===== config.mk =====
export PLATFORM = sky130hd
export DESIGN_NAME = vr_div
export DESIGN_NICKNAME = d
export VERILOG_FILES = /design/src/vr_pkg.sv /design/src/vr_div.sv
export SDC_FILE = /design/constraint.sdc
export NUM_CORES = 1
export LEC_CHECK = 0
export BUFFER_PORTS_ARGS = -buffer_cell sky130_fd_sc_hd__buf_2
export CAP_MARGIN = 10
export CORE_AREA = 2 2 173 345
export CTS_CLUSTER_DIAMETER = 200
export DETAILED_ROUTE_END_ITERATION = 10
export DIE_AREA = 0 0 175 347
export GPL_TIMING_DRIVEN = 0
export HOLD_SLACK_MARGIN = 0.03
export PLACE_DENSITY_LB_ADDON = 0.2
export SYNTH_ARGS = -nofsm -noshare
export SYNTH_HDL_FRONTEND = slang
export SYNTH_SLANG_ARGS = --single-unit
export TNS_END_PERCENT = 30

===== constraint.sdc =====
create_clock -name clk -period 8.23 [get_ports clk]
set_input_delay 0.823 -clock clk [delete_from_list [all_inputs] [get_ports clk]]
set_output_delay 0.823 -clock clk [all_outputs]
set_load 0.005 [all_outputs]

===== src/vr_pkg.sv =====
`timescale 1ns / 1ps
// ----------------------------------------------------------------------------
// vr_pkg
// Shared constants, status codes, side-band types and rounding helper for the
// vector refraction pipeline.
// ----------------------------------------------------------------------------
package vr_pkg;

  localparam int FRAC        = 14;
  localparam int IDX_FRAC    = 12;
  localparam int VEC_W       = 16;
  localparam int IDX_W       = 16;
  localparam int D_W         = FRAC + 1;
  localparam int DIV_STAGES  = IDX_W;
  localparam int SQRT_IN_W   = 2 * FRAC + 1;
  localparam int SQRT_STAGES = FRAC + 1;
  localparam int RW          = 40;
  localparam int LAT         = 9 + DIV_STAGES + SQRT_STAGES;

  localparam logic [D_W-1:0] ONE = D_W'(1) << FRAC;

  localparam logic [1:0] ST_OK   = 2'd0;
  localparam logic [1:0] ST_TIR  = 2'd1;
  localparam logic [1:0] ST_DIV0 = 2'd2;

  typedef struct packed {
    logic signed [VEC_W-1:0] inc_x;
    logic signed [VEC_W-1:0] inc_y;
    logic signed [VEC_W-1:0] inc_z;
    logic signed [VEC_W:0]   nrm_x;
    logic signed [VEC_W:0]   nrm_y;
    logic signed [VEC_W:0]   nrm_z;
    logic [D_W-1:0]          d;
    logic                    div0;
    logic                    sat;
  } side_a_t;

  typedef struct packed {
    logic signed [VEC_W-1:0] inc_x;
    logic signed [VEC_W-1:0] inc_y;
    logic signed [VEC_W-1:0] inc_z;
    logic signed [VEC_W:0]   nrm_x;
    logic signed [VEC_W:0]   nrm_y;
    logic signed [VEC_W:0]   nrm_z;
    logic [IDX_W-1:0]        n;
    logic [18:0]             ndr;
    logic                    div0;
    logic                    tir;
  } side_b_t;

  // round to nearest, ties away from zero
  function automatic logic signed [RW-1:0] rnd_shr(input logic signed [RW-1:0] v,
                                                   input int unsigned sh);
    logic signed [RW-1:0] half;
    logic signed [RW-1:0] neg;
    half = $signed({{(RW-1){1'b0}}, 1'b1}) <<< (sh - 1);
    neg  = $signed({{(RW-1){1'b0}}, v[RW-1]});
    return (v + half - neg) >>> sh;
  endfunction

endpackage


===== src/vr_div.sv =====
`timescale 1ns / 1ps
// ----------------------------------------------------------------------------
// vr_div
// Pipelined restoring divider, one quotient bit per stage: (num << 12) / den.
// Valid only where the quotient fits 16 bits.
// ----------------------------------------------------------------------------
module vr_div (
  input  logic                       clk,
  input  logic                       en,
  input  logic [vr_pkg::IDX_W-1:0]   num,
  input  logic [vr_pkg::IDX_W-1:0]   den,
  output logic [vr_pkg::IDX_W-1:0]   q
);

  localparam int N = vr_pkg::DIV_STAGES;
  localparam int W = vr_pkg::IDX_W;

  logic [W:0]   rem_r [N];
  logic [W-1:0] low_r [N];
  logic [W-1:0] den_r [N];
  logic [W-1:0] q_r   [N];

  for (genvar k = 0; k < N; k++) begin : g_stage
    logic [W:0]   rem_prev;
    logic [W-1:0] low_prev;
    logic [W-1:0] den_prev;
    logic [W-1:0] q_prev;
    logic [W:0]   trial;
    logic         ge;

    if (k == 0) begin : g_first
      assign rem_prev = (W + 1)'(num[W-1:vr_pkg::IDX_W-vr_pkg::IDX_FRAC]);
      assign low_prev = {num[W-vr_pkg::IDX_FRAC-1:0], {vr_pkg::IDX_FRAC{1'b0}}};
      assign den_prev = den;
      assign q_prev   = '0;
    end else begin : g_rest
      assign rem_prev = rem_r[k-1];
      assign low_prev = low_r[k-1];
      assign den_prev = den_r[k-1];
      assign q_prev   = q_r[k-1];
    end

    assign trial = {rem_prev[W-1:0], low_prev[W-1]};
    assign ge    = trial >= {1'b0, den_prev};

    always_ff @(posedge clk) begin
      if (en) begin
        rem_r[k] <= ge ? trial - {1'b0, den_prev} : trial;
        low_r[k] <= {low_prev[W-2:0], 1'b0};
        den_r[k] <= den_prev;
        q_r[k]   <= {q_prev[W-2:0], ge};
      end
    end
  end

  assign q = q_r[N-1];

endmodule


Word-level counts from Yosys, hierarchy flattened
Memories as Yosys holds them, arrays and structs flattened.
Cells that the tools add are included.
{"block": "totals", "mem_bits_rw": 1024, "input_bits": 34, "output_inout_bits": 16, "mem_count": 4, "wordCells": 54, "ff_bits": 0}
{"block": "classes", "muxes": 18, "add_sub_neg": 16, "magnitude_cmp": 16}
{"memory": "rem_r", "words": 16, "word_bits": 17, "rd": 15, "rd_ports_with_merged_regs": 0, "wr": 16, "line": "vr_div.sv:18", "text": "logic [W:0] rem_r [N];"}
{"memory": "den_r", "words": 16, "word_bits": 16, "rd": 15, "rd_ports_with_merged_regs": 0, "wr": 16, "line": "vr_div.sv:20", "text": "logic [W-1:0] den_r [N];"}
{"memory": "q_r", "words": 16, "word_bits": 16, "rd": 16, "rd_ports_with_merged_regs": 0, "wr": 16, "line": "vr_div.sv:21", "text": "logic [W-1:0] q_r [N];"}
{"memory": "low_r", "words": 16, "word_bits": 15, "rd": 15, "rd_ports_with_merged_regs": 0, "wr": 16, "line": "vr_div.sv:19", "text": "logic [W-1:0] low_r [N];"}
{"operator": "17-bit two-way mux", "n": 16}
{"operator": "17-bit by 16-bit greater-or-equal comparator with 1-bit output", "n": 15}
{"operator": "17-bit by 16-bit subtractor with 17-bit output", "n": 15}
{"operator": "13-bit by 16-bit subtractor with 17-bit output", "n": 1}
{"operator": "13-bit by 16-bit greater-or-equal comparator with 1-bit output", "n": 1}
{"operator": "1-bit two-way mux", "n": 2}

Logic depth before layout (Yosys ltp)
Gate-level depths: netlist of the first run.
An unclocked memory read counts as a cell.
{"block": "logic_depth", "word_depth": 3, "ltp_mapped": 13, "depth_no_buf": 12}

Worst setup path after synthesis of the first run
Ideal clock, no wire load.
{"block": "synth_path", "path_type": "reg-to-reg", "start": "memory den_r[0][17] in the netlist's numbering", "end": "memory rem_r[0][43] in the netlist's numbering (data pin)", "period_less_slack_ns": 3.525, "path_slack_ns": 4.705, "t_arrival_ns": 3.265, "path_buffers": 1, "stages_incl_launch_ff": 13, "required_ns": 7.970, "setup_ns": 0.260, "path_cell_list": "edfxtp_1 -> inv_1 -> ha_1 -> nor2b_4 -> o31a_1 -> o31a_1 -> or4_4 -> a31o_1 -> a21oi_4 -> a21oi_2 -> nor4_4 -> buf_8 -> mux2_4"}
{"element": "from (decl)", "line": "vr_div.sv:20"}
{"element": "to (decl)", "line": "vr_div.sv:18"}

==> results of run 1 <==
==> Yosys cell counts, types with 11 or more instances <==
cell type / instances / area share
mux2i_1: 11 / 0.0034
and3_1: 14 / 0.0027
nor2_1: 152 / 0.017
nand2_1: 163 / 0.019
or3_1: 16 / 0.0031
o21a_1: 36 / 0.0082
mux2_2: 89 / 0.031
edfxtp_1: 622 / 0.57
inv_1: 321 / 0.037
nand2b_1: 34 / 0.0065
fa_1: 15 / 0.0092
nor3_1: 56 / 0.0086
o31ai_1: 18 / 0.0041
a211oi_1: 11 / 0.0025
o211ai_1: 17 / 0.0039
nand4_1: 30 / 0.0057
o31a_1: 16 / 0.0043
ha_1: 252 / 0.096
a21oi_1: 160 / 0.024
o21ai_0: 178 / 0.027
clkbuf_1: 25 / 0.0029
a21o_1: 57 / 0.013
nand3_1: 27 / 0.0041
a31oi_1: 18 / 0.0034
xnor2_1: 98 / 0.026
xor2_1: 76 / 0.020
nor2b_1: 48 / 0.0092
==> layer usage <==
| metal | track usage | share of wire | vias up |
|---|---|---|---|
| li1 | - | - | 10100 |
| met1 | 0.159 | 0.25 | 10400 |
| met2 | 0.537 | 0.59 | 599 |
| met3 | 0.0325 | 0.030 | 395 |
| met4 | 0.278 | 0.13 | 0 |
| met5 | 0 | 0 | - |
==> critical path: stages (launching register included) <==
cell and delay (ps):
edfxtp_1 430, inv_1 90, ha_1 230, nor2b_1 130, o21ai_0 280, a21boi_1 180
o31ai_1 590, a21oi_1 150, o21ai_0 480, a21oi_1 200, a2111oi_4 900, buf_2 480
mux2_2 380
==> power by group through the flow <==
stage | Clock (mW) | Sequential, mW | Combinational [mW]
floorplan | 0 | 4.89 | 4.15
detailed placement | 0 | 5.03 | 5.80
CTS | 2.70 | 4.96 | 5.83
global placement | 0 | 5.04 | 5.53
finish | 2.66 | 4.98 | 5.91
global route | 2.80 | 5.04 | 6.40
==> layout by cell type, fill, tap and decap left out, types with 17 or more instances in the layout <==
| master | n |
|---|---|
| edfxtp_1 | 622 |
| inv_1 | 321 |
| ha_1 | 252 |
| o21ai_0 | 178 |
| nand2_1 | 163 |
| a21oi_1 | 160 |
| nor2_1 | 152 |
| xnor2_1 | 98 |
| mux2_2 | 89 |
| xor2_1 | 76 |
| a21o_1 | 57 |
| nor3_1 | 56 |
| clkbuf_16 | 55 |
| buf_2 | 50 |
| nor2b_1 | 48 |
| o21a_1 | 36 |
| nand2b_1 | 34 |
| clkbuf_1 | 33 |
| nand4_1 | 30 |
| nand3_1 | 27 |
| o31ai_1 | 18 |
| a31oi_1 | 18 |
| o211ai_1 | 17 |
==> worst min path at each step <==
stage / slack, ps / end / from / depth (start not counted)
floorplan: 400 / low_r[0][28] / low_r[0][12] / 0
detailed placement: 400 / low_r[0][28] / low_r[0][12] / 0
global route: 380 / low_r[0][12] / num[0] / 1
global placement: 400 / q_r[1][21] / q_r[1][4] / 0
finish: 400 / den_r[0][12] / den[12] / 1
CTS: 370 / den_r[0][14] / den[14] / 1
==> state kept, by name (all words and copies together), names as in the netlist <==
| register | count |
|---|---|
| den_r | 240 |
| rem_r | 240 |
| q_r | 136 |
| low_r | 6 |
==> layout make-up <==
type / count / share of cell area
Clock inverter: 38 / 0.0117
Tap cell: 762 / 0.0265
Timing Repair Buffer: 57 / 0.0115
Inverter: 321 / 0.0335
Multi-Input combinational cell: 1723 / 0.355
Antenna cell: 1 / 0.0000696
Sequential cell: 622 / 0.519
Clock buffer: 63 / 0.0391
Buffer: 30 / 0.00362
==> logic make-up (layout without fill, tap and decap cells) <==
kind of cell | Yosys count | in the layout | share of synthesized area
adders and majority gates | 267 | 267 | 0.105
muxes | 107 | 107 | 0.0371
DFF | 622 | 622 | 0.570
and+or+nand+nor | 576 | 576 | 0.0851
buffers and inverters | 351 | 509 | 0.0407
xor gates and xnor gates | 174 | 174 | 0.0465
other | 0 | 1 | 0
AOI/OAI and AO/OA | 599 | 599 | 0.115
==> run metrics, run 1 <==
status finished, final reports clean; setup ws final 3460 ps; Ports 50; Port Buffers 49; Reg2Reg Depth 12; Initial Util 0.565; Post-Syn Instances 2696; Post-CTS Hold Buffers 0; post-layout util 0.620; Critical Path Start Type flop; pwr/cell area 376 nW/µm²; CP Max Fanout 10; Wirelength per Cell 21.6 µm; Gate power share 0.436; Die ar. 60700 µm²; kind of critical path reg -> reg; Final Power 13.5 mW; Most used DFF post-synth edfxtp_1; sequential power share 0.367; Routed Antenna Nets 0; skew final 22.5 ps; largest net degree at the start of global routing 131; gpl congestion 0.939; Final TNS setup 0 ps; clock sink count 622; Slew headroom 0.238; # rows 125; sequential element share of the synthesized area 0.570; worst endpoint data arrival time 5130 ps; H-tree levels 2; core area 58000 µm²; clock share of power 0.196; crit path capture type flop; Die Ht 347 µm; Via Count 21500; ys async rst share 0; WHS 396 ps; Unique masters post-synth 74; CP Data Required Time 8590 ps; postcts setup bufs 0; FF+latch area 18700 µm²; Area Overhead vs Synth 9.75%; period utilization 0.579; FF-to-FF setup slack 3460 ps; worst setup path endpoint rem_r[1][100]; P_sw 5.03 mW; detailed placement HPWL 59700 µm; VDD IR-drop max 0.000199 V; Slew Viols, Final 0; post-synthesis cell area 32800 µm²; Lkg Pwr 14.6 nW; Post-DP Area 34100 µm²; share of layout cells above drive strength 1 0.0939; clk_lat worst skew 620 ps; Total GRT Usage 0.255; Multi-input gate area 12800 µm²; fin cells 3617; Tightest Hold Check Type in -> reg; placed insts 3513; r2r startpoint den_r[1][65]; RSZ-0062 raised after global routing false; TritonCTS clock tree yes; worst reg2reg endpoint rem_r[1][100]; CTS max path bufs 3; Final Hold Viols 0; TritonCTS Buffers 54; first-pass GRT wire length 116000 µm; initial antenna violation count 1; setup violators final 0; filler cell count 4352; Mapped Avg Cell Area 12.2 µm²; total gr overflow 0; total wire length 78200 µm; Int Pwr 8.51 mW; final net count 3110; DRC 0; yosys warns 0; switching fraction of total power 0.371; Max Fclk 0.210 GHz; syn_nets 2997; vias in the first global route 23000; initial DRC count 1160; final instance area 36000 µm²; pre-CTS setup slack 3510 ps; Reg clk slew, reported paths 70 ps; EDFF count, synth 622; min Tclk post-route 4770 ps; CP startpoint den_r[1][65]; vias per cell 5.93; worst slew pin tran 1130 ps; root buf cell clkbuf_16; die width 175 µm; #FFs+latches synth 622; TritonRoute pass-1 iters 5; PostCTS Resize Cnt 0; max_cap viols 0
Note: power is estimated with default switching activity, not from simulation.
==> run 2, diff against run 1 <==
Clock period 8.23 ns to 4.7 ns, I/O delays scaled along.
==> run 2 against run 1 <==
- fmax is 5.5% higher
- via count hardly changed
- global-route usage hardly changed
- register-to-register slack worse by 3300 ps
- sequential power is 75% higher
- largest cell class unchanged
- final area is 0.42% higher
==> run metrics, run 2 (synthesized netlist as in run 1, its figures left out) <==
CP max stage cell o22ai_1; total gr overflow 0; pre-CTS setup slack -23.6 ps; period utilization 0.962; TritonRoute pass-1 iters 5; initial DRC count 1203; Reg2Reg Depth 11; # rows 125; most frequent cells in the layout edfxtp_1 (622), inv_1 (321), ha_1 (252); Total GRT Usage 0.255; skew final 23.1 ps; Die ar. 60700 µm²; min Tclk post-route 4520 ps; detailed placement HPWL 59700 µm; CTS max path bufs 3; Final Hold Viols 0; status finished, final reports clean; Critical Path Start Type flop; TritonCTS clock tree yes; Post-DP Area 34100 µm²; top flop regs den_r: 240 flops, rem_r: 240 flops, q_r: 136 flops; Lkg Pwr 14.7 nW; commonest non-fill, non-tap cell in the layout edfxtp_1; worst reg2reg endpoint rem_r[1][32]; largest net degree at the start of global routing 131; number of diodes 0; worst slew pin tran 1120 ps; die width 175 µm; setup ws final 179 ps; Slew Viols, Final 0; root buf cell clkbuf_16; Port Buffers 49; first-pass GRT wire length 117000 µm; CP cell instances ha_1 > nor2b_1 > o31a_1 > o31a_1 > o21ai_0 > o22ai_1 > nor3_1 > o21a_1 > inv_1 > clkbuf_1 > mux2_2; Die Ht 347 µm; CP Max Fanout 10; vias in the first global route 23100; Max Fclk 0.221 GHz; FF+latch area 18700 µm²; filler cell count 4331; pwr/cell area 657 nW/µm²; Reg clk slew, reported paths 70 ps; FF-to-FF setup slack 180 ps; Final TNS setup 0 ps; CP peak stage delay 820 ps; PostCTS Resize Cnt 0; H-tree levels 2; worst endpoint data arrival time 4870 ps; max_cap viols 0; final instance area 36100 µm²; total wire length 78300 µm; hold path start den[5]; Tightest Hold Check Type in -> reg; core area 58000 µm²; Slew headroom 0.250; DRC 0; r2r startpoint rem_r[1][0]; VDD IR-drop max 0.000350 V; crit path capture type flop; kind of critical path reg -> reg; TritonCTS Buffers 54; clk_lat worst skew 620 ps; gpl congestion 0.939; Routed Antenna Nets 0; setup violators final 0; Initial Util 0.565; initial antenna violation count 1; CP most frequent cell o31a_1; Via Count 21500; Hold Crit Endpoint den_r[0][5]; Area Overhead vs Synth 10.2%; share of layout cells above drive strength 1 0.0945; Wirelength per Cell 21.6 µm; Multi-input gate area 12800 µm²; Hold Crit Depth 1; clock sink count 622; Ports 50; vias per cell 5.91; RSZ-0062 raised after global routing false; final net count 3125; CP Data Required Time 5050 ps
==> run 2: changes by cell type in the layout (fill, tap and decap cells not counted) <==
cell / previous run / this run
dlygate4sd3_1: 0 / 12
buf_4: 2 / 4
buf_12: 0 / 1
diode_2: 1 / 0
==> run 2: per-layer routing <==
metal | GRT usage | vias up | share of wire
met1 | 0.159 | 10400 | 0.25
met3 | 0.0324 | 388 | 0.030
met2 | 0.539 | 576 | 0.59
met5 | 0 | - | 0
met4 | 0.278 | 0 | 0.13
li1 | - | 10100 | -
==> run 2: stage by stage <==
| step | power, mW | instances | hold WS (ps) | util |
|---|---|---|---|---|
| after floorplan | 15.8 | 2696 | 400 | - |
| after global placement | 18.5 | 3507 | 400 | 0.586 |
| after detailed placement | 19.0 | 3513 | 405 | 0.588 |
| after CTS | 23.6 | 3626 | 33.1 | 0.622 |
| after global routing | 25.0 | 3631 | 42.7 | 0.623 |
| final | 23.8 | 3631 | 58.0 | 0.623 |
==> run 2: critical path, delay by kind of cell, from the launching register on <==
| family | cells | cell delay, ps |
|---|---|---|
| mux | 1 | 410 |
| buf+inv | 2 | 850 |
| compound gates | 5 | 1870 |
| fa+ha+maj | 1 | 330 |
| simple gates | 2 | 360 |
| flops | 1 | 420 |
==> run 2: worst max path at each step <==
stage | start | endpoint | slack, ps | cells after the start
4_1_cts | den_r[1][33] | rem_r[1][62] | 20 | 12
3_5_place_dp | den_r[1][65] | rem_r[1][95] | -20 | 12
2_1_floorplan | den_r[0][17] | rem_r[0][43] | 1170 | 12
5_1_grt | den_r[1][81] | rem_r[1][115] | 10 | 12
3_3_place_gp | en | q_r[1][125] | -6390 | 1
6_report | rem_r[1][0] | rem_r[1][32] | 180 | 11
==> run 2: layout make-up <==
| cell class | instances | share of cell area |
|---|---|---|
| Clock buffer | 63 | 0.0389 |
| Inverter | 321 | 0.0334 |
| Tap cell | 762 | 0.0264 |
| Timing Repair Buffer | 72 | 0.0158 |
| Multi-Input combinational cell | 1723 | 0.353 |
| Buffer | 30 | 0.00360 |
| Sequential cell | 622 | 0.517 |
| Clock inverter | 38 | 0.0116 |
==> run 2: repair_timing <==
item	4_1_cts	5_1_grt
endpoints found under the setup margin	7	7
buffers inserted	0	3
hold buffers	12	0
endpoints found under the hold margin	12	0
pin swaps	1	1
==> run 2: report_power, final <==
part / internal, mW / leakage [nW] / switching, mW / total (mW)
logic: 4.29 / 7.71 / 6.09 / 10.4
clock network: 2.59 / 0.896 / 2.06 / 4.66
registers: 8.05 / 6.08 / 0.661 / 8.71
total: 14.9 / 14.7 / 8.81 / 23.8
==> run 3, diff against run 2 <==
Settings changed: CORE_AREA 2 2 173 345 to 2 2 243 245, DIE_AREA 0 0 175 347 to 0 0 245 247.
Clock period 4.7 ns to 4.5 ns, I/O delays scaled along.
==> run 3 against run 2 <==
- global-route usage shrank 4.0 points
- first-iteration DRC count is 33% higher
- combinational power down 4%
- power is 4.6% higher
- register-to-register slack improved by 240 ps
- sequential share of layout area shrank 0.70 points
- setup slack better by 240 ps
- critical path type unchanged
- largest power group unchanged
- count of clock-buffer cells in the layout up 12
- clock skew rose by 4.8 ps
- cell count increased by 0.88%
- hold slack better by 19 ps
- fmax grew 11%
- highest routed layer unchanged
==> run metrics, run 3 (synthesized netlist as in run 1, its figures left out) <==
min Tclk post-route 4080 ps; largest net degree at the start of global routing 144; Die Ht 247 µm; Tightest Hold Check Type in -> reg; gpl congestion 0.906; CP startpoint rem_r[0][102]; max_cap viols 0; root buf cell clkbuf_16; share of layout cells above drive strength 1 0.0983; total gr overflow 0; final net count 3139; Lkg Pwr 14.9 nW; crit path capture type flop; Routed Antenna Nets 0; # rows 89; switching fraction of total power 0.347; P_sw 8.63 mW; clk_lat worst skew 610 ps; worst reg2reg endpoint q_r[0][112]; sequential power share 0.369; Final Hold Viols 0; DRC 0; total wire length 64700 µm; Max Fclk 0.245 GHz; commonest non-fill, non-tap cell in the layout edfxtp_1; clock sink count 622; CP Data Required Time 4810 ps; VDD IR-drop max 0.000373 V; kind of critical path reg -> reg; Gate power share 0.402; vias in the first global route 20600; TritonCTS clock tree yes; Wirelength per Cell 17.7 µm; H-tree levels 3; worst setup path endpoint q_r[0][112]; CTS max path bufs 3; Die ar. 60500 µm²; number of diodes 0; skew final 27.8 ps; Total GRT Usage 0.216; Slew headroom 0.372; setup violators final 0; status finished, final reports clean; initial DRC count 1595; worst slew pin tran 943 ps; filler cell count 4388; detailed placement HPWL 47500 µm; pwr/cell area 678 nW/µm²; Via Count 20900; Post-DP Area 34100 µm²; Final TNS setup 0 ps; final instance area 36600 µm²; die width 245 µm; CP Max Fanout 10; period utilization 0.907; Area Overhead vs Synth 11.7%; r2r startpoint rem_r[0][102]; most frequent cells in the layout edfxtp_1 (622), inv_1 (321), ha_1 (252); worst endpoint data arrival time 4390 ps; post-layout util 0.629; Critical Path Start Type flop; Ports 50; TritonCTS Buffers 68; Int Pwr 16.2 mW; Reg2Reg Depth 10; top flop regs den_r: 240 flops, rem_r: 240 flops, q_r: 136 flops; Final Power 24.8 mW; Slew Viols, Final 0; Reg clk slew, reported paths 60 ps; Port Buffers 49; core area 58200 µm²; TritonRoute pass-1 iters 5; Initial Util 0.563; RSZ-0062 raised after global routing false; clock share of power 0.229; first-pass GRT wire length 104000 µm; vias per cell 5.71; postcts setup bufs 0; WHS 76.9 ps; initial antenna violation count 0; FF-to-FF setup slack 420 ps
==> run 3: critical path: stages (launching register included) <==
cell and delay [ps]:
edfxtp_1 440, ha_1 350, nor2b_1 160, o31a_1 300, o211a_1 270, o31ai_1 450
nand2_1 100, a31o_2 290, o21ai_1 710, clkbuf_1 520, inv_1 200
==> run 3: area by class of cell <==
| class | count | area (µm²) | share of cell area |
|---|---|---|---|
| Clock buffer | 75 | 1730 | 0.0472 |
| Timing Repair Buffer | 72 | 573 | 0.0156 |
| Sequential cell | 622 | 18700 | 0.510 |
| Clock inverter | 47 | 568 | 0.0155 |
| Inverter | 321 | 1200 | 0.0329 |
| Tap cell | 773 | 967 | 0.0264 |
| Multi-Input combinational cell | 1723 | 12800 | 0.349 |
| Buffer | 30 | 130 | 0.00355 |
==> run 3: power by group through the flow <==
stage                     logic [mW]  registers [mW]  clock network (mW)
after floorplan                 7.59            8.95                   0
after global placement          9.41            9.36                   0
after detailed placement        9.83            9.29                   0
after CTS                       9.91            9.18                5.83
after global routing            11.1            9.30                6.04
final                           9.99            9.17                5.68
==> run 3: worst min-delay path by stage <==
| stage | startpoint | end | depth (start not counted) |
|---|---|---|---|
| final | den[1] | den_r[0][1] | 1 |
| after global routing | den[1] | den_r[0][1] | 1 |
| after CTS | den[1] | den_r[0][1] | 1 |
| after detailed placement | q_r[0][98] | q_r[0][115] | 0 |
| after global placement | q_r[0][0] | q_r[0][17] | 0 |
| after floorplan | low_r[0][12] | low_r[0][28] | 0 |
==> run 3: stage by stage <==
stage | setup slack [ps] | std cells
finish | 420 | 3663
floorplan | 975 | 2696
global placement | -5980 | 3518
detailed placement | 278 | 3523
CTS | 285 | 3663
global route | 151 | 3663
==> run 3: what timing repair did <==
item	in CTS	in global routing
hold buffers	18	0
hold endpoints to repair	18	0
resized for setup	0	1
endpoints found under the setup margin	0	1
==> run 3: layer usage <==
| layer | GRT usage | part of all wire | up-vias |
|---|---|---|---|
| li1 | - | - | 10200 |
| met1 | 0.281 | 0.43 | 10100 |
| met2 | 0.370 | 0.49 | 546 |
| met3 | 0.0296 | 0.048 | 112 |
| met4 | 0.0778 | 0.029 | 0 |
| met5 | 0 | 0 | - |
