## config.mk

```make
export PLATFORM = sky130hd
export DESIGN_NAME = vr_sqrt
export DESIGN_NICKNAME = d
export VERILOG_FILES = /design/src/vr_pkg.sv /design/src/vr_sqrt.sv
export SDC_FILE = /design/constraint.sdc
export NUM_CORES = 1
export LEC_CHECK = 0
export BUFFER_PORTS_ARGS = -buffer_cell sky130_fd_sc_hd__buf_2
export CAP_MARGIN = 20
export CORE_MARGIN = 3
export CORE_UTILIZATION = 42
export DETAILED_ROUTE_END_ITERATION = 6
export GPL_ROUTABILITY_DRIVEN = 0
export SYNTH_ARGS = -nofsm -noshare
export SYNTH_HDL_FRONTEND = slang
export SYNTH_SLANG_ARGS = --single-unit
```

## constraint.sdc

```tcl
create_clock -name clk -period 2.5 [get_ports clk]
set_clock_uncertainty 0.1 [all_clocks]
set_input_delay 0.5 -clock clk [delete_from_list [all_inputs] [get_ports clk]]
set_output_delay 0.5 -clock clk [all_outputs]
set_load 0.05 [all_outputs]
```

## src/vr_pkg.sv

```systemverilog
`timescale 1ns / 1ps
// ----------------------------------------------------------------------------
// vr_pkg
// Shared constants, status codes, side-band types and rounding helper for the
// vector refraction pipeline.
// ----------------------------------------------------------------------------
package vr_pkg;

  localparam int FRAC        = 14;
  localparam int IDX_FRAC    = 12;
  localparam int VEC_W       = 16;
  localparam int IDX_W       = 16;
  localparam int D_W         = FRAC + 1;
  localparam int DIV_STAGES  = IDX_W;
  localparam int SQRT_IN_W   = 2 * FRAC + 1;
  localparam int SQRT_STAGES = FRAC + 1;
  localparam int RW          = 40;
  localparam int LAT         = 9 + DIV_STAGES + SQRT_STAGES;

  localparam logic [D_W-1:0] ONE = D_W'(1) << FRAC;

  localparam logic [1:0] ST_OK   = 2'd0;
  localparam logic [1:0] ST_TIR  = 2'd1;
  localparam logic [1:0] ST_DIV0 = 2'd2;

  typedef struct packed {
    logic signed [VEC_W-1:0] inc_x;
    logic signed [VEC_W-1:0] inc_y;
    logic signed [VEC_W-1:0] inc_z;
    logic signed [VEC_W:0]   nrm_x;
    logic signed [VEC_W:0]   nrm_y;
    logic signed [VEC_W:0]   nrm_z;
    logic [D_W-1:0]          d;
    logic                    div0;
    logic                    sat;
  } side_a_t;

  typedef struct packed {
    logic signed [VEC_W-1:0] inc_x;
    logic signed [VEC_W-1:0] inc_y;
    logic signed [VEC_W-1:0] inc_z;
    logic signed [VEC_W:0]   nrm_x;
    logic signed [VEC_W:0]   nrm_y;
    logic signed [VEC_W:0]   nrm_z;
    logic [IDX_W-1:0]        n;
    logic [18:0]             ndr;
    logic                    div0;
    logic                    tir;
  } side_b_t;

  // round to nearest, ties away from zero
  function automatic logic signed [RW-1:0] rnd_shr(input logic signed [RW-1:0] v,
                                                   input int unsigned sh);
    logic signed [RW-1:0] half;
    logic signed [RW-1:0] neg;
    half = $signed({{(RW-1){1'b0}}, 1'b1}) <<< (sh - 1);
    neg  = $signed({{(RW-1){1'b0}}, v[RW-1]});
    return (v + half - neg) >>> sh;
  endfunction

endpackage

```

## src/vr_sqrt.sv

```systemverilog
`timescale 1ns / 1ps
// ----------------------------------------------------------------------------
// vr_sqrt
// Pipelined integer square root, one root bit per stage, floor result.
// ----------------------------------------------------------------------------
module vr_sqrt (
  input  logic                           clk,
  input  logic                           en,
  input  logic [vr_pkg::SQRT_IN_W-1:0]   x,
  output logic [vr_pkg::SQRT_STAGES-1:0] root
);

  localparam int N  = vr_pkg::SQRT_STAGES;
  localparam int XW = vr_pkg::SQRT_IN_W;
  localparam int CW = XW + 2;

  logic [XW-1:0] rem_r  [N];
  logic [N-1:0]  root_r [N];

  for (genvar k = 0; k < N; k++) begin : g_stage
    localparam int I = N - 1 - k;
    logic [XW-1:0] rem_prev;
    logic [N-1:0]  root_prev;
    logic [CW-1:0] trial;
    logic          ge;

    if (k == 0) begin : g_first
      assign rem_prev  = x;
      assign root_prev = '0;
    end else begin : g_rest
      assign rem_prev  = rem_r[k-1];
      assign root_prev = root_r[k-1];
    end

    assign trial = (CW'(root_prev) << (I + 1)) + (CW'(1) << (2 * I));
    assign ge    = CW'(rem_prev) >= trial;

    always_ff @(posedge clk) begin
      if (en) begin
        rem_r[k]  <= ge ? XW'(CW'(rem_prev) - trial) : rem_prev;
        root_r[k] <= ge ? (root_prev | (N'(1) << I)) : root_prev;
      end
    end
  end

  assign root = root_r[N-1];

endmodule

```

After elaboration in Yosys (flattened, before gate mapping)
Memory sizes are Yosys's and may differ from the RTL's.
Index checks and enable logic that the tools add are counted.
{"block": "classes", "addsub": 29, "n_lt_le_gt_ge": 15, "n_mux": 32}
{"operator": "29-bit two-way mux", "n": 15}
{"operator": "29-bit subtractor", "n": 2}
{"operator": "29-bit by 27-bit adder with 30-bit output, second input constant", "n": 1}
{"operator": "29-bit by 30-bit greater-or-equal comparator with 1-bit output", "n": 1}
{"operator": "28-bit by 25-bit adder with 29-bit output, second input constant", "n": 1}
{"operator": "29-bit by 17-bit greater-or-equal comparator with 1-bit output", "n": 1}
{"operator": "29-bit by 18-bit greater-or-equal comparator with 1-bit output", "n": 1}
{"operator": "29-bit by 19-bit greater-or-equal comparator with 1-bit output", "n": 1}
{"operator": "29-bit by 20-bit greater-or-equal comparator with 1-bit output", "n": 1}
{"operator": "29-bit by 21-bit greater-or-equal comparator with 1-bit output", "n": 1}
{"operator": "29-bit by 22-bit greater-or-equal comparator with 1-bit output", "n": 1}
{"operator": "29-bit by 23-bit greater-or-equal comparator with 1-bit output", "n": 1}
{"operator": "29-bit by 24-bit greater-or-equal comparator with 1-bit output", "n": 1}
{"operator": "29-bit by 25-bit greater-or-equal comparator with 1-bit output", "n": 1}
{"operator": "29-bit by 26-bit greater-or-equal comparator with 1-bit output", "n": 1}
{"operator": "29-bit by 27-bit greater-or-equal comparator with 1-bit output", "n": 1}
{"operator": "29-bit by 28-bit greater-or-equal comparator with 1-bit output", "n": 1}
{"operator": "29-bit greater-or-equal comparator", "n": 1}
{"operator": "29-bit greater-or-equal comparator, second input constant", "n": 1}
{"operator": "29-bit by 17-bit subtractor with 29-bit output", "n": 1}
{"operator": "29-bit by 18-bit subtractor with 29-bit output", "n": 1}
{"operator": "29-bit by 19-bit subtractor with 29-bit output", "n": 1}
{"operator": "29-bit by 20-bit subtractor with 29-bit output", "n": 1}
{"operator": "29-bit by 21-bit subtractor with 29-bit output", "n": 1}
{"operator": "35 further kinds", "n": 37}
{"block": "word_totals", "elab_cells": 78, "memories": 2, "register_bits": 0, "mem_bits_rw": 660, "out_inout_bits": 15}
{"memory": "rem_r", "words": 15, "word_bits": 29, "read_ports": 14, "rd_ports_with_merged_regs": 0, "write_ports": 15, "line": "vr_sqrt.sv:17", "rtl": "logic [XW-1:0] rem_r [N];"}
{"memory": "root_r", "words": 15, "word_bits": 15, "read_ports": 15, "rd_ports_with_merged_regs": 0, "write_ports": 15, "line": "vr_sqrt.sv:18", "rtl": "logic [N-1:0] root_r [N];"}

Logic depth before layout (Yosys ltp)
Gate-level depths: netlist (run 1).
An unclocked memory read counts as a cell.
{"block": "depth", "depth_word": 4, "mapped_depth": 11, "mapped_depth_nobuf": 10}

Least setup slack after synthesis (run 1)
No wires, ideal clock.
{"block": "synth_path", "kind": "register to register", "from": "memory rem_r[1][39] in the netlist's numbering", "to": "memory rem_r[1][74] in the netlist's numbering (data pin)", "setup_slack_ps": -200, "stages_incl_launch_ff": 8, "setup_time_ps": 260, "path_buffers": 1, "required_ps": 2140, "arrival_ps": 2340, "cell_sequence": "edfxtp_1 > ha_1 > or4b_1 > or4_1 > and3_4 > nand2_1 > buf_4 > mux2_2"}
{"element": "start, declared", "line": "vr_sqrt.sv:17"}

==> results.md, run 1 <==
- Synth top area cells: edfxtp_1, ha_1, xnor2_1
- Clock buffer count from CTS: 55
- Main combinational cell family by area after synthesis: simple AND/OR/NAND/NOR gates
- GRT Resource Usage Total: 16.8%
- Via density: 5.07
- Flops & latches, synth: 526
- Cell Area, Synth: 24700 um^2
- Worst-path clk slew: 0.06 ns
- Share of layout cells above drive strength 1: 38.4%
- Setup CP Type: flip-flop to flip-flop
- Vias in the first global route: 17492
- Clk pwr share: 30.4%
- Arrival time worst endpoint: 3.13 ns
- Pre-antenna DRT Iters: 7
- First-pass GRT wire length: 84.8 mm
- CTS tree: done
- CP endpoint kind: flip-flop
- Syn nets: 2008
- Status: finished, violations left
- P_leak: 0.0134 uW
- Crit path launch type: flip-flop
- Die width: 249 um
- Worst-skew pair later-pin latency: 0.63 ns
- Mux contribution to synthesized area: 1.43%
- Fillers: 4430
- Fmax: 348 MHz
- Seq pwr share: 43.2%
- Htree depth: 2
- Layout net count: 2614
- Initial antenna violation count: 0
- Slowest CP cell: or4b_4
- Worst stage delay on the critical path: 0.46 ns
- Die Y: 249 um
- Port buffer count: 45
- Sw frac: 27.7%
- Comb pwr share: 26.4%
- Io pins: 46
- RSZ-0062 raised after global routing: true
- Initial DRC count: 752
- Post-route non-filler standard cell count: 3261
- CP cell instances: ha_4, or4b_4, or4_4, and3_4, a221oi_4, nand3b_1, xnor2_1
- # diodes: 0
- Clk sink count: 526
- Largest net degree at the start of global routing: 74
- Final setup viols: 100
- Post-route minimum period: 2.87 ns
- Pwr/cell area: 814 nW/um^2
- Post-synthesis adder-cell area fraction: 6.71%
- Post-route ant nets: 0
- Post-synth top area cell: edfxtp_1
- Distinct cells, synth: 91
- Post-synthesis sequential area ratio: 63.9%
- Setup ws final: -0.371 ns
- Asr flop ratio synth: 0%
- Synth Area in Simple Gates: 10.7%
- Initial core utilization: 42.7%
- Avg Cell Area, Syn: 13.4 um^2
- Top cell type's share of synthesized area: 63.9%
- CP Max Fanout: 5
- Die ar.: 61800 um^2
- Root Buffer: clkbuf_16
- Yosys warnings: 0
- Post-DP HPWL: 37.2 mm
- Violated checks: DRC, setup timing
- Design Area, Final: 34000 um^2
- Number of synthesized flops with an enable pin: 526
- Post-place setup slack: -0.400 ns
- Synth Area in Compound Gates: 8.68%
- Multi-input gate area: 10100 um^2
- Max_slew headroom: 59.8%
- Clock tree buffer depth: 3
- DRC viols: 8
- Count of placed standard cells including taps: 3029
- Final hold violations: 0
- Switch Pwr: 7680 uW
- Max cap viols: 0
- Area Growth Syn to Fin: 37.7%
- Post-synthesis xor/xnor area fraction: 5.53%
- Grt total ovfl: 0
- Tcrit/Tclk final: 115%
- Vias post-DR: 16531
- Max IR drop VDD: 0.658 mV
- # rows: 88
- Routed len/inst: 16.5 um
- Slew Viols, Final: 0
- Final wirelength: 53.9 mm
- Dpl cell area: 29000 um^2
- Int Power: 20000 uW
- Post-Synthesis Cells: 1845
- Predominant post-synthesis flop cell: edfxtp_1
- Worst EP required: 2.76 ns
- Worst Tran Pin Value: 0.599 ns
- Core area: 57900 um^2
- Reg area: 15800 um^2
- Worst min path class: input pin to flip-flop
[kinds of logic (layout without fill, tap and decap cells)]
| family | count (synthesis) | in the layout |
|---|---|---|
| XOR/XNOR | 156 | 156 |
| flip-flops | 526 | 526 |
| buffers and inverters | 189 | 839 |
| AO/OA/AOI/OAI | 329 | 329 |
| other | 1 | 1 |
| adder cells (fa/ha/maj) | 132 | 132 |
| multiplexers | 31 | 31 |
| AND/OR/NAND/NOR | 481 | 482 |
[routing by layer]
layer	up-vias	GRT usage (%)	wire length (um)
li1	8128	-	-
met1	7966	16.2	19000
met2	292	34.6	31100
met3	145	2.28	1430
met4	0	7.74	2400
met5	-	0	0
[Yosys cell counts, types with 9 or more instances]
cell,number
inv_1,161
clkbuf_1,12
or4_1,11
a21o_1,23
xor2_1,70
nor4_1,54
o21a_1,28
nor2b_1,21
a21oi_1,103
nor3b_1,9
edfxtp_1,526
nand2_1,83
or3_1,21
nand2b_1,27
nand4_1,18
ha_1,131
nor3_1,35
nor2_1,120
xnor2_1,86
mux2_2,22
o31ai_1,9
nand4b_1,12
o21ai_0,69
nand3_1,23
a211oi_1,16
[flip-flops by register name (all words and copies together), names as in the netlist]
register,count
rem_r,406
root_r,120
[area by class of cell]
type,instances,share of cell area (%)
Clock inverter,34,1.36
Sequential cell,526,46.4
Clock buffer,68,4.19
Timing Repair Buffer,573,13.6
Inverter,162,1.82
Timing Repair inverter,2,0.0662
Multi-Input combinational cell,1131,29.8
Tap cell,765,2.81
[path summary, 6_finish.rpt]
| path | startpoint | endpoint | slack, ns | depth (start not counted) |
|---|---|---|---|---|
| setup / recovery | rem_r[1][39] | rem_r[1][84] | -0.37 | 7 |
| hold / removal | en | rem_r[0][201] | 0.22 | 1 |
| setup reg to reg | rem_r[1][39] | rem_r[1][84] | -0.37 | 7 |
| hold reg to reg | rem_r[0][103] | rem_r[0][132] | 0.34 | 0 |
[power groups by stage]
stage	logic (uW)	clock network, uW	registers (uW)
finish	7310	8420	12000
CTS	6590	8600	11900
global placement	5740	0	12100
global route	7980	8970	12100
detailed placement	5890	0	12100
floorplan	3380	0	12000
[per-stage QoR]
step / utilization (%) / hold slack (ns) / setup TNS [ns] / power, uW
floorplan: - / 0.317 / -0.795 / 15400
global placement: 50.1 / 0.327 / -27.15 / 17800
detailed placement: 50.1 / 0.332 / -31.69 / 18000
CTS: 56.4 / 0.189 / -12.87 / 27100
global route: 58.8 / 0.207 / -23.70 / 29100
finish: 58.8 / 0.216 / -13.30 / 27700
[layout by cell type (no fill, tap or decap), drive strengths merged, types with 8 or more instances in the layout]
master and count:
nor3b 9, xnor2 86, nor4b 8, clkbuf 68, nand4b 12, edfxtp 526, nand4 18, or3 21
a21o 23, o21ai 71, or4 14, buf 544, ha 131, nor4 55, o21a 28, xor2 70
nor2 120, clkinv 24, nand3 23, nor3 37, inv 164, dlygate4sd3 29, a211oi 16, nand2b 28
a21oi 105, a31oi 8, bufinv 9, mux2 25, o31ai 9, o22ai 9, nor2b 21, nand2 85
[timing repair]
item,in CTS,in global routing
endpoints found under the hold margin,29,0
pin swaps,72,124
hold buffers,29,0
resized for setup,228,234
buffers inserted,47,57
endpoints found under the setup margin,174,182
gates cloned,7,0
[critical path: cells and delay by family (launching register included)]
| kind | cells | cell delay, ns |
|---|---|---|
| compound gates | 1 | 0.38 |
| xor+xnor | 1 | 0.16 |
| fa+ha+maj | 1 | 0.29 |
| flops | 1 | 0.43 |
| simple gates | 4 | 1.23 |
(Power assumes the default switching activity.)
==> inputs of run 2 (changes only) <==
==> constraint.sdc (replaced) <==
create_clock -name clk -period 2.5 [get_ports clk]
set_clock_uncertainty 0.1 [all_clocks]
set_input_delay 0.375 -clock clk [delete_from_list [all_inputs] [get_ports clk]]
set_output_delay 0.375 -clock clk [all_outputs]
set_load 0.05 [all_outputs]
==> run 2 against run 1 <==
  * Count of clock-buffer cells in the layout fell by 4
  * Via count fell by 0.80%
  * Sequential power barely moved
  * Cell count fell by 0.86%
  * Sequential cell count did not move
  * Setup slack improved by 0.024 ns
  * The flow finishes with violations (setup timing)
  * Critical path depth did not move
  * First-iteration DRC count rose by 4.0%
  * Highest routed layer unchanged
  * Non-clock buffer count fell by 26
==> results.md, run 2 (same netlist as run 1, synthesis figures left out) <==
- Design Area, Final: 33900 um^2
- Int Power: 19600 uW
- Slew Viols, Final: 0
- Pre-antenna DRT Iters: 5
- Clk pwr share: 29.2%
- Worst-path clk slew: 0.07 ns
- Routed len/inst: 16.5 um
- Commonest cells after routing, fill and taps aside: edfxtp_1, buf_4, inv_1
- Core area: 57900 um^2
- Final wirelength: 53.3 mm
- CP endpoint kind: flip-flop
- Hold Crit Depth: 1
- Clock tree buffer depth: 3
- Final setup viols: 111
- Initial core utilization: 42.7%
- R2R depth: 7
- Status: finished, violations left
- CTS tree: done
- CP Max Fanout: 5
- Setup ws final: -0.347 ns
- Setup CP Type: flip-flop to flip-flop
- Post-route minimum period: 2.85 ns
- P_leak: 0.0133 uW
- DRC viols: 0
- Commonest non-fill, non-tap cell in the layout: edfxtp_1
- Max FFs per register: 406
- Worst EP required: 2.77 ns
- Die ar.: 61800 um^2
- RSZ-0062 raised after global routing: true
- Crit path launch type: flip-flop
- Share of layout cells above drive strength 1: 38.0%
- Pwr/cell area: 806 nW/um^2
- Comb pwr share: 26.9%
- Io pins: 46
- Max_slew headroom: 61.4%
- Sw frac: 28.2%
- Root Buffer: clkbuf_16
- # diodes: 0
- Seq pwr share: 43.9%
- Vias post-DR: 16399
- Max cap viols: 0
- Clock buffer count from CTS: 55
- Vias in the first global route: 17129
- Post-route ant nets: 0
- Die width: 249 um
- Largest net degree at the start of global routing: 91
- Switch Pwr: 7700 uW
- Layout net count: 2587
- Tcrit/Tclk final: 114%
- Grt total ovfl: 0
- Port buffer count: 45
- Area Growth Syn to Fin: 37.2%
- Worst-skew pair later-pin latency: 0.64 ns
- Worst Tran Pin Value: 0.574 ns
- Initial antenna violation count: 0
- Design Power: 27300 uW
- Final hold violations: 0
- Arrival time worst endpoint: 3.12 ns
- GRT Resource Usage Total: 16.4%
- Initial DRC count: 782
- First-pass GRT wire length: 82.7 mm
- Post-place setup slack: -0.463 ns
- Violated checks: setup timing
- Biggest regs: rem_r (406), root_r (120)
- Fmax: 351 MHz
- Dpl cell area: 29000 um^2
- Max IR drop VDD: 0.569 mV
- Reg with most FFs: rem_r
- Htree depth: 2
- Final Hold Slack: 0.0404 ns
- Via density: 5.07
- Post-DP HPWL: 36.7 mm
- Clk sink count: 526
- # rows: 88
- Worst min path class: input pin to flip-flop
- Final core occ: 58.6%
- Die Y: 249 um
run 2: changes by cell type in the layout (fill, tap and decap cells not counted), moves of 5 or more:
cell,before,now
buf_4,444,414
ha_4,27,32
nor2_1,86,75
nor2_4,17,24
run 2: worst max-delay path, cell delays in order, from the launching register on:
cell	delay (ns)
edfxtp_1	0.42
ha_4	0.29
or4b_4	0.47
or4_4	0.45
and3_4	0.19
a221oi_4	0.39
nand3b_1	0.15
xnor2_1	0.16
run 2: power groups by stage:
stage	registers (uW)	clock network (uW)	logic, uW
finish	12000	7980	7340
global route	12100	8550	8010
CTS	12000	8190	6480
detailed placement	12100	0	5880
global placement	12100	0	5730
floorplan	12000	0	3380
run 2: final cells by class:
| type | instances | area (um^2) |
|---|---|---|
| inverters | 162 | 626 |
| clock inverters | 37 | 378 |
| fillers | 4422 | 24000 |
| flip-flops and latches | 526 | 15800 |
| well taps | 765 | 957 |
| multi-input cells | 1131 | 10300 |
| clock buffers | 64 | 1410 |
| repair inverters | 1 | 8.76 |
| repair buffers | 547 | 4490 |
run 2: what timing repair did:
action | CTS | global route
gates cloned | 1 | 3
hold buffers | 29 | 0
pin swaps | 61 | 93
resized for setup | 189 | 275
hold endpoints to repair | 29 | 0
setup buffers | 42 | 42
setup endpoints to repair | 179 | 182
run 2: per-stage QoR:
| step | cells | TNS (ns) |
|---|---|---|
| 5_1_grt | 3233 | -22.97 |
| 2_1_floorplan | 1845 | -0.795 |
| 6_report | 3233 | -13.61 |
| 3_3_place_gp | 3018 | -28.92 |
| 3_5_place_dp | 3018 | -35.18 |
| 4_1_cts | 3188 | -11.67 |
run 2: path summary, 6_finish.rpt:
| kind | from | endpoint | slack [ns] |
|---|---|---|---|
| setup / recovery | rem_r[1][39] | rem_r[1][84] | -0.35 |
| hold / removal | en | rem_r[0][140] | 0.04 |
| setup reg to reg | rem_r[1][39] | rem_r[1][84] | -0.35 |
| hold reg to reg | root_r[1][84] | root_r[1][99] | 0.34 |
run 2: routing by layer:
| metal | vias to the layer above | track usage [%] | part of all wire (%) |
|---|---|---|---|
| li1 | 8097 | - | - |
| met1 | 7861 | 15.7 | 35 |
| met2 | 288 | 33.4 | 57 |
| met3 | 153 | 2.37 | 2.9 |
| met4 | 0 | 8.34 | 5.0 |
| met5 | - | 0 | 0 |
==> inputs of run 3 (changes only) <==
SKIP_LAST_GASP = 1   (was unset)
==> run 3 against run 2 <==
  * The run still ends with setup timing left
  * Routed wire length rose by 0.38%
  * Die area did not move
  * Sequential power barely moved
  * Critical path depth did not move
  * Clock power barely moved
  * Global-route usage barely moved
  * Largest power group unchanged
==> results.md, run 3 (same netlist as run 1, synthesis figures left out) <==
- Commonest non-fill, non-tap cell in the layout: edfxtp_1
- Max FFs per register: 406
- Worst-skew pair later-pin latency: 0.64 ns
- Clk sink count: 526
- Max IR drop VDD: 0.580 mV
- Reg with most FFs: rem_r
- TNS Setup: -13.48 ns
- Worst-path clk slew: 0.07 ns
- Post-route non-filler standard cell count: 3232
- Violated checks: setup timing
- First-pass GRT wire length: 82.6 mm
- Clock tree buffer depth: 3
- Layout net count: 2586
- CP endpoint kind: flip-flop
- Vias in the first global route: 17100
- Final setup viols: 112
- Htree depth: 2
- Hold Crit Depth: 1
- Post-route ant nets: 0
- Vias post-DR: 16392
- Tcrit/Tclk final: 113%
- Slew Viols, Final: 0
- Biggest regs: rem_r (406), root_r (120)
- Initial core utilization: 42.7%
- Final hold violations: 0
- Routed len/inst: 16.5 um
- Setup ws final: -0.330 ns
- Initial DRC count: 798
- Largest net degree at the start of global routing: 91
- Worst EP required: 2.77 ns
- Core area: 57900 um^2
- Pre-antenna DRT Iters: 7
- P_leak: 0.0133 uW
- Via density: 5.07
- Initial antenna violation count: 0
- # diodes: 0
- Crit path launch type: flip-flop
- Worst Tran Pin Value: 0.586 ns
- Post-place setup slack: -0.463 ns
- Final Hold Slack: 0.0432 ns
- Post-route minimum period: 2.83 ns
- DRC viols: 0
- Fillers: 4434
- R2R depth: 7
- Pwr/cell area: 806 nW/um^2
- Die Y: 249 um
- Area Growth Syn to Fin: 37.0%
- Clock buffer count from CTS: 55
- GRT Resource Usage Total: 16.4%
- Arrival time worst endpoint: 3.10 ns
- CP cell instances: ha_4, or4b_4, or4_4, and3_4, a221oi_4, nand3b_1, xnor2_1
- Max cap viols: 0
- RSZ-0062 raised after global routing: true
- Setup CP Type: flip-flop to flip-flop
- Dpl cell area: 29000 um^2
- Worst stage delay on the critical path: 0.46 ns
- Post-DP HPWL: 36.7 mm
- Final wirelength: 53.5 mm
- Root Buffer: clkbuf_16
- Die width: 249 um
- Grt total ovfl: 0
- Commonest cells after routing, fill and taps aside: edfxtp_1, buf_4, inv_1
- Status: finished, violations left
- Port buffer count: 45
- Io pins: 46
- Design Area, Final: 33900 um^2
- Share of layout cells above drive strength 1: 37.7%
- Slowest CP cell: or4b_4
- Fmax: 353 MHz
- Count of placed standard cells including taps: 3018
- # rows: 88
- Max_slew headroom: 60.5%
- Worst min path class: input pin to flip-flop
- CTS tree: done
- CP Max Fanout: 5
- Die ar.: 61800 um^2
==> run 3: cell count changes in the layout (fill, tap and decap cells not counted), sizes merged <==
cell | before | now
buf | 516 | 515
==> run 3: area by class of cell <==
| class | instances | area (um^2) | area share (%) |
|---|---|---|---|
| tap | 765 | 957 | 2.83 |
| sequential | 526 | 15800 | 46.6 |
| clock buffer | 64 | 1410 | 4.16 |
| timing repair buffer | 546 | 4470 | 13.2 |
| inverter | 162 | 626 | 1.85 |
| timing repair inverter | 1 | 8.76 | 0.0259 |
| multi-input combinational | 1131 | 10200 | 30.2 |
| clock inverter | 37 | 378 | 1.12 |
==> run 3: worst max-delay path: cells and delay by family (launching register included) <==
kind,cells,cell delay (ns)
and+or+nand+nor,4,1.25
DFF,1,0.42
AOI/OAI and AO/OA,1,0.38
adders and majority gates,1,0.29
xor gates and xnor gates,1,0.16
==> run 3: worst paths after layout <==
| check | start | end | slack [ns] |
|---|---|---|---|
| setup / recovery | rem_r[1][39] | rem_r[1][84] | -0.33 |
| hold / removal | en | rem_r[0][140] | 0.04 |
| setup reg to reg | rem_r[1][39] | rem_r[1][84] | -0.33 |
| hold reg to reg | root_r[1][84] | root_r[1][99] | 0.34 |
==> run 3: report_power, final <==
group,switching (uW),leakage (uW),internal [uW]
combinational,3530,0.00736,3770
clock,3390,0.000876,4580
sequential,769,0.00504,11200
==> run 3: timing repair <==
| item | in CTS | in global routing |
|---|---|---|
| hold buffers | 29 | 0 |
| pin swaps | 60 | 100 |
| resized for setup | 178 | 278 |
| cloned | 1 | 3 |
| setup buffers | 42 | 42 |
| hold endpoints to repair | 29 | 0 |
| endpoints found under the setup margin | 179 | 182 |
==> run 3: routing by layer <==
layer,up-vias,track usage [%],wire length (um)
li1,8098,-,-
met1,7865,15.7,18900
met2,275,33.3,30300
met3,154,2.37,1540
met4,0,8.27,2700
met5,-,0,0
==> run 3: per-stage QoR <==
stage	power [uW]	util (%)
2_1_floorplan	15400	-
3_3_place_gp	17800	50.0
3_5_place_dp	18000	50.0
4_1_cts	26600	55.7
5_1_grt	28600	58.5
6_report	27300	58.5
